===== src/hdl/oer_pkg.sv =====
package oer_pkg;

  localparam int unsigned CountW = 32;
  localparam int unsigned SeqW   = 16;
  localparam int unsigned TimeW  = 32;
  localparam int unsigned ByteW  = 8;

  typedef enum logic {
    MODE_PUSH = 1'b0,
    MODE_POP  = 1'b1
  } mode_e;

  typedef struct packed {
    logic [SeqW-1:0]  seq;
    logic [ByteW-1:0] arg;
    logic [ByteW-1:0] kind;
    logic [TimeW-1:0] stamp;
  } entry_t;

endpackage


===== src/hdl/overwriting_event_ring.sv =====
// Channel  | Handshake                    | Payload
// ---------+------------------------------+-------------------------------------------
// input    | in_valid_i / in_stall_o      | mode_i, event_kind_i, event_arg_i, time_us_i
// output   | out_valid_o / out_stall_i    | got_event_o, out_time_o, out_kind_o,
//          |                              | out_arg_o, out_seq_o
//
// One transaction is accepted per cycle while the output register is free or being drained.
// A pop result appears in the output register in the cycle after the pop is accepted; the
// ring read port is the only stage between the counters and that register.
// A push produces no output transaction and completes at its accept edge.
// Reset clears both counters and the output valid; ring contents are not cleared.
// A stalled output result holds the input side stalled until it is taken.
module overwriting_event_ring
  import oer_pkg::*;
#(
  parameter int unsigned RING_DEPTH = 64
) (
  input  logic              clk_i,
  input  logic              rst_ni,
  input  logic              in_valid_i,
  output logic              in_stall_o,
  input  logic              mode_i,
  input  logic [ByteW-1:0]  event_kind_i,
  input  logic [ByteW-1:0]  event_arg_i,
  input  logic [TimeW-1:0]  time_us_i,
  output logic              out_valid_o,
  input  logic              out_stall_i,
  output logic              got_event_o,
  output logic [TimeW-1:0]  out_time_o,
  output logic [ByteW-1:0]  out_kind_o,
  output logic [ByteW-1:0]  out_arg_o,
  output logic [SeqW-1:0]   out_seq_o
);

  localparam int unsigned IdxW = (RING_DEPTH > 1) ? $clog2(RING_DEPTH) : 1;
  localparam logic [CountW-1:0] DepthC = CountW'(RING_DEPTH);

  entry_t            mem_q [RING_DEPTH];
  entry_t            rdata_q;
  entry_t            wentry;
  logic [CountW-1:0] wr_q, wr_d;
  logic [CountW-1:0] rd_q, rd_d;
  logic [CountW-1:0] fill;
  logic [CountW-1:0] rd_pos;
  logic              out_valid_q, out_valid_d;
  logic              got_q, got_d;
  logic              accept, acc_push, acc_pop, empty;

  assign in_stall_o = out_valid_q && out_stall_i;
  assign accept     = in_valid_i && !in_stall_o;
  assign acc_push   = accept && (mode_e'(mode_i) == MODE_PUSH);
  assign acc_pop    = accept && (mode_e'(mode_i) == MODE_POP);

  assign empty  = (rd_q == wr_q);
  assign fill   = wr_q - rd_q;
  assign rd_pos = (fill > DepthC) ? (wr_q - DepthC) : rd_q;

  assign wentry = '{seq: wr_q[SeqW-1:0], arg: event_arg_i, kind: event_kind_i,
                    stamp: time_us_i};

  always_comb begin
    wr_d        = wr_q;
    rd_d        = rd_q;
    got_d       = got_q;
    out_valid_d = out_valid_q;
    if (out_valid_q && !out_stall_i) begin
      out_valid_d = 1'b0;
    end
    if (acc_push) begin
      wr_d = wr_q + 1'b1;
    end
    if (acc_pop) begin
      out_valid_d = 1'b1;
      got_d       = !empty;
      if (!empty) begin
        rd_d = rd_pos + 1'b1;
      end
    end
  end

  always_ff @(posedge clk_i or negedge rst_ni) begin
    if (!rst_ni) begin
      wr_q        <= '0;
      rd_q        <= '0;
      out_valid_q <= 1'b0;
      got_q       <= 1'b0;
    end else begin
      wr_q        <= wr_d;
      rd_q        <= rd_d;
      out_valid_q <= out_valid_d;
      got_q       <= got_d;
    end
  end

  always_ff @(posedge clk_i) begin
    if (acc_push) begin
      mem_q[wr_q[IdxW-1:0]] <= wentry;
    end
  end

  always_ff @(posedge clk_i) begin
    if (acc_pop) begin
      rdata_q <= mem_q[rd_pos[IdxW-1:0]];
    end
  end

  assign out_valid_o = out_valid_q;
  assign got_event_o = got_q;
  assign out_time_o  = got_q ? rdata_q.stamp : '0;
  assign out_kind_o  = got_q ? rdata_q.kind  : '0;
  assign out_arg_o   = got_q ? rdata_q.arg   : '0;
  assign out_seq_o   = got_q ? rdata_q.seq   : '0;

  a_pop_bounds_fill: assert property (@(posedge clk_i) disable iff (!rst_ni)
    acc_pop && !empty |=> (wr_q - rd_q) < DepthC)
    else $error("Read counter left more than the ring depth behind after a pop.");

  a_empty_pop_result: assert property (@(posedge clk_i) disable iff (!rst_ni)
    acc_pop && empty |=> out_valid_o && !got_event_o && (out_time_o == '0))
    else $error("Empty pop did not return an empty result.");

  a_push_counters: assert property (@(posedge clk_i) disable iff (!rst_ni)
    acc_push |=> (wr_q == $past(wr_q) + 1'b1) && (rd_q == $past(rd_q)))
    else $error("Push did not advance only the write counter.");

  a_pop_keeps_write: assert property (@(posedge clk_i) disable iff (!rst_ni)
    acc_pop |=> wr_q == $past(wr_q))
    else $error("Pop changed the write counter.");

endmodule


===== config.mk =====
export PLATFORM = sky130hd
export DESIGN_NAME = overwriting_event_ring
export DESIGN_NICKNAME = d
export VERILOG_FILES = /design/src/hdl/oer_pkg.sv /design/src/hdl/overwriting_event_ring.sv
export SDC_FILE = /design/constraint.sdc
export NUM_CORES = 2
export LEC_CHECK = 0
export BUFFER_PORTS_ARGS = -buffer_cell sky130_fd_sc_hd__clkbuf_2
export CORE_UTILIZATION = 35
export DETAILED_ROUTE_END_ITERATION = 7
export REMOVE_ABC_BUFFERS = 1
export SYNTH_ARGS = -nofsm -noshare
export SYNTH_HDL_FRONTEND = slang
export SYNTH_SLANG_ARGS = --single-unit

===== constraint.sdc =====
create_clock -name clk_i -period 9.5 [get_ports clk_i]
set_input_delay 0.95 -clock clk_i [delete_from_list [all_inputs] [get_ports clk_i]]
set_output_delay 0.95 -clock clk_i [all_outputs]
set_load 0.01 [all_outputs]

==> results.md <==
| Stage | Result | Value |
|---|---|---|
| run status | Result of the run | complete, but fails checks |
| run status | Violated checks | capacitance limit |
| setup path | Largest delay share family, worst path | compound AO/OA/AOI/OAI gates |
| setup path | Required time worst endpoint | 10.17 ns |
| logic synthesis | Ys flop type | sky130_fd_sc_hd__edfxtp_1 |
| sta | Period utilization | 0.8283 |
| logic synthesis | Proportion of synthesized flip-flops having asynchronous set or reset | 0.01562 |
| clock tree | Clock tree from TritonCTS | done |
| power | Overall power after layout | 52.02 mW |
| setup path | Cell-by-cell trace of the critical path | inv_1 > fa_1 > nand3_1 > nand2_1 > a21oi_2 > a21boi_1 > or3_1 > a221oi_1 > or4b_4 > o31ai_4 > buf_12 > a22oi_2 > buf_4 > a221oi_1 > o21ai_0 > nor4_1 > o221ai_1 |
| setup path | Most frequent cell on the critical path | sky130_fd_sc_hd__a221oi_1 |
| clock tree | Bufs on Longest Clock Path | 4 |
| setup path | Crit path max-delay cell type | sky130_fd_sc_hd__dfrtp_1 |
| logic synthesis | Post-Syn Area per Cell | 15.29 um^2 |
| logic synthesis | Total standard cell area after synthesis | 169,400 um^2 |
| floorplan | Number of placement rows | 255 |
| detailed routing | Routed vias | 108,100 |
| floorplan | # IOs | 120 |
| global routing | Antenna violations before repair | 39 |
| placement | Number of I/O port buffers | 119 |
| setup path | Maximum fanout encountered on the critical timing path | 106 |
| placement | Last weighted congestion value of the routability-driven placer | 0.8610 |
| sta | Post-layout minimum cycle time | 7.868 ns |
| floorplan | Initial cell density of the core | 0.3514 |
| logic synthesis | Ranking of synthesized cells by area | sky130_fd_sc_hd__edfxtp_1 74%, sky130_fd_sc_hd__mux2i_1 4.6%, sky130_fd_sc_hd__o21ai_0 1.9% |
| setup path | Critical path launch point type | flop |
| sta | Final Hold Vio Count | 0 |
| detailed routing | Wire length after detailed routing | 579,000 um |
| setup path | Critical Path Stages | 17 |
| floorplan | Vertical die dimension | 697.7 um |
| final layout | Share of final-layout standard cells stronger than drive strength 1 | 0.1123 |
| setup path | Crit path largest cell delay | 0.74 ns |
| detailed routing | Average routed wire per standard cell | 32.36 um |
| setup path | Crit end category | flop |
| floorplan | Chip width | 697.7 um |
| setup path | Crit path arrival time | 8.54 ns |
| placement | Half-perimeter wire length of the detailed placement result | 302,100 um |
| detailed routing | Post-route antenna net violation count | 0 |
| logic synthesis | Share of the synthesized area in the top cell type | 0.7375 |
| clock tree | CTS root buf | sky130_fd_sc_hd__clkbuf_16 |
| clock tree | Post-CTS sizing | 0 |
| floorplan | CORE AREA | 482,100 um^2 |
| detailed routing | Detailed-route vias per instance | 6.040 |
| global routing | Global-route wire length before repair | 799,400 um |
| logic synthesis | EDFF count, synth | 4,160 |
| setup path | Depth of the worst register-to-register path | 17 |
| global routing | Vias in the first global route | 101,900 |
| power | Static power due to leakage | 61.60 nW |
| final layout | Commonest non-fill, non-tap cells in the layout | 4,160 x sky130_fd_sc_hd__edfxtp_1, 817 x sky130_fd_sc_hd__nand2_1, 782 x sky130_fd_sc_hd__mux2i_1 |
| logic synthesis | Seq/Total Area, Yosys | 0.7472 |
| worst hold path | Worst hold path type | in -> reg |
| global routing | Total routing usage reported by global routing | 0.2283 |
| final layout | Synth-to-layout area growth | 13.56% |
| clock tree | CTS clk-pin slew, worst paths | 0.06 ns |
| setup path | Count of buffer and inverter cells on the critical path | 3 |
| worst hold path | Worst hold path depth | 3 |
| sta | Final slew viol count | 0 |
| logic synthesis | Unique masters post-synth | 86 |
| clock tree | Number of clock sinks | 4,226 |
| detailed routing | Residual DRC count | 0 |
| sta | Worst slew margin relative to its limit | 0.003992 |
| global routing | GRT overflow | 0 |
| clock tree | Number of buffers created by CTS | 419 |
| final layout | Final Core Density | 0.3990 |
| sta | Clock tree skew after final layout | 0.05856 ns |
| sta | RSZ-0062 raised after global routing | no |
| clock tree | H-tree Lvls | 5 |
| final layout | Net count of the finished layout | 11,190 |
| clock tree | Worst-Skew Late Latency | 0.99 ns |
| logic synthesis | Warning count from the yosys run | 0 |
| power | Largest voltage drop on the vdd net | 248.3 uV |
| power | Cell area power density | 270.4 nW/um^2 |
| global routing | Maximum number of pins on one net before global-route repair | 139 |
| final layout | Most common library cell in the layout ignoring fill and taps | sky130_fd_sc_hd__edfxtp_1 |
| floorplan | Die area | 486,800 um^2 |
| logic synthesis | Post-synthesis cell type with the largest combined area | sky130_fd_sc_hd__edfxtp_1 |
| sta | Transition at the pin with the smallest max-transition slack | 1.494 ns |
| logic synthesis | Number of synthesized register bits | 4,226 |
| sta | Setup violators final | 0 |
| detailed routing | Length of the first detailed-routing pass in iterations | 6 |
| setup path | Critical path class | reg -> reg |
| detailed routing | Starting DRT DRC Count | 16,360 |
| run | # Max-Cap Violations | 2 |
| logic synthesis | Post-Syn Instances | 11,080 |
| sta | Max Freq | 127.1 MHz |
## synth_stat cells, types with 17 or more instances
cell,number
sky130_fd_sc_hd__edfxtp_1,4160
sky130_fd_sc_hd__nand3_1,529
sky130_fd_sc_hd__and2_1,71
sky130_fd_sc_hd__o22a_1,100
sky130_fd_sc_hd__xor2_1,26
sky130_fd_sc_hd__a31oi_1,44
sky130_fd_sc_hd__a31o_2,34
sky130_fd_sc_hd__inv_1,45
sky130_fd_sc_hd__nor3b_1,35
sky130_fd_sc_hd__or4_1,33
sky130_fd_sc_hd__nor4_1,170
sky130_fd_sc_hd__o21ai_0,649
sky130_fd_sc_hd__nand2_1,822
sky130_fd_sc_hd__a211oi_1,347
sky130_fd_sc_hd__a21oi_1,518
sky130_fd_sc_hd__a21o_1,90
sky130_fd_sc_hd__o211ai_1,20
sky130_fd_sc_hd__nand4_1,38
sky130_fd_sc_hd__nor3_1,40
sky130_fd_sc_hd__ha_1,34
sky130_fd_sc_hd__and3_1,343
sky130_fd_sc_hd__xnor2_1,53
sky130_fd_sc_hd__a311oi_1,314
sky130_fd_sc_hd__buf_2,134
sky130_fd_sc_hd__o221ai_1,130
sky130_fd_sc_hd__dfrtp_1,66
sky130_fd_sc_hd__mux2_2,72
sky130_fd_sc_hd__o41ai_1,17
sky130_fd_sc_hd__nor2_1,153
sky130_fd_sc_hd__a221oi_1,33
sky130_fd_sc_hd__buf_1,77
sky130_fd_sc_hd__a2111oi_0,79
sky130_fd_sc_hd__o22ai_1,149
sky130_fd_sc_hd__mux2i_1,785
sky130_fd_sc_hd__clkbuf_1,644
sky130_fd_sc_hd__or3_1,19
## through the flow
step                cell area (um^2)  hold WS [ns]  std cells  setup TNS (ns)  worst slack, ns
floorplan                     166000        0.4662      10220        -2826.19           -44.12
global placement              179000        0.5043      17110               0            1.966
detailed placement            179000        0.5171      17110               0            1.981
CTS                           192300        0.1588      17880               0            1.905
global route                  192300        0.2390      17880               0            1.484
finish                        192400        0.2104      17890               0            1.632
## tightest hold or removal path: stages
cell and delay [ns]:
sky130_fd_sc_hd__clkbuf_2 0.08, sky130_fd_sc_hd__nand2_1 0.08, sky130_fd_sc_hd__nand2_1 0.07
## cell families after synthesis
kind of cell    Yosys count  share of synthesized area
compound gates         2663                     0.1058
xor+xnor                 79                   0.004085
buf+inv                 907                    0.02129
fa+ha+maj                35                   0.002630
flops                  4226                     0.7472
simple gates           2302                    0.06734
mux                     865                    0.05170
## sequential cells by signal (all words and copies together) (netlist names)
| signal | flops |
|---|---|
| wr_q | 32 |
| mem_q | 4096 |
| out_valid_o | 1 |
| got_event_o | 1 |
| rd_q | 32 |
| rdata_q | 64 |
## final cells by class
class                   count  area (um^2)
fillers                 43710       289700
flip-flops and latches   4226       126600
multi-input cells        5944        40140
clock buffers             524        11030
well taps                6425         8039
repair buffers            465         4099
clock inverters           249         2260
inverters                  46        177.7
diodes                     11        27.53
## routing by layer
layer,GRT usage,part of all wire
met3,0.04490,0.11
met4,0.09714,0.048
met1,0.3080,0.39
met5,0,0.00015
met2,0.3602,0.46
## where the power goes
| part | internal [mW] | switching, mW | total (mW) | leakage [nW] |
|---|---|---|---|---|
| logic | 4.29 | 10.0 | 14.3 | 17.3 |
| registers | 21.1 | 0.251 | 21.4 | 37.8 |
| clock network | 9.20 | 7.17 | 16.4 | 6.47 |
| total | 34.6 | 17.4 | 52.0 | 61.6 |
## worst paths after layout
kind | to | slack [ns] | from
min reg2reg | rd_q[10]$_DFFE_PN0P_ | 0.52 | rd_q[10]$_DFFE_PN0P_
max in group asynchronous | wr_q[7]$_DFFE_PN0P_ | 7.99 | rst_ni
max reg2reg | rdata_q[17]$_DFFE_PP_ | 1.63 | rd_q[1]$_DFFE_PN0P_
min in group asynchronous | out_valid_o$_DFFE_PN0P_ | 0.34 | rst_ni
min | out_valid_o$_DFFE_PN0P_ | 0.21 | out_stall_i
max | rdata_q[17]$_DFFE_PP_ | 1.63 | rd_q[1]$_DFFE_PN0P_
## repair_timing
item	in CTS	in global routing
endpoints found under the hold margin	10	0
hold buffers	1	0
setup buffers	0	0
Note: power is estimated with default switching activity, not from simulation.
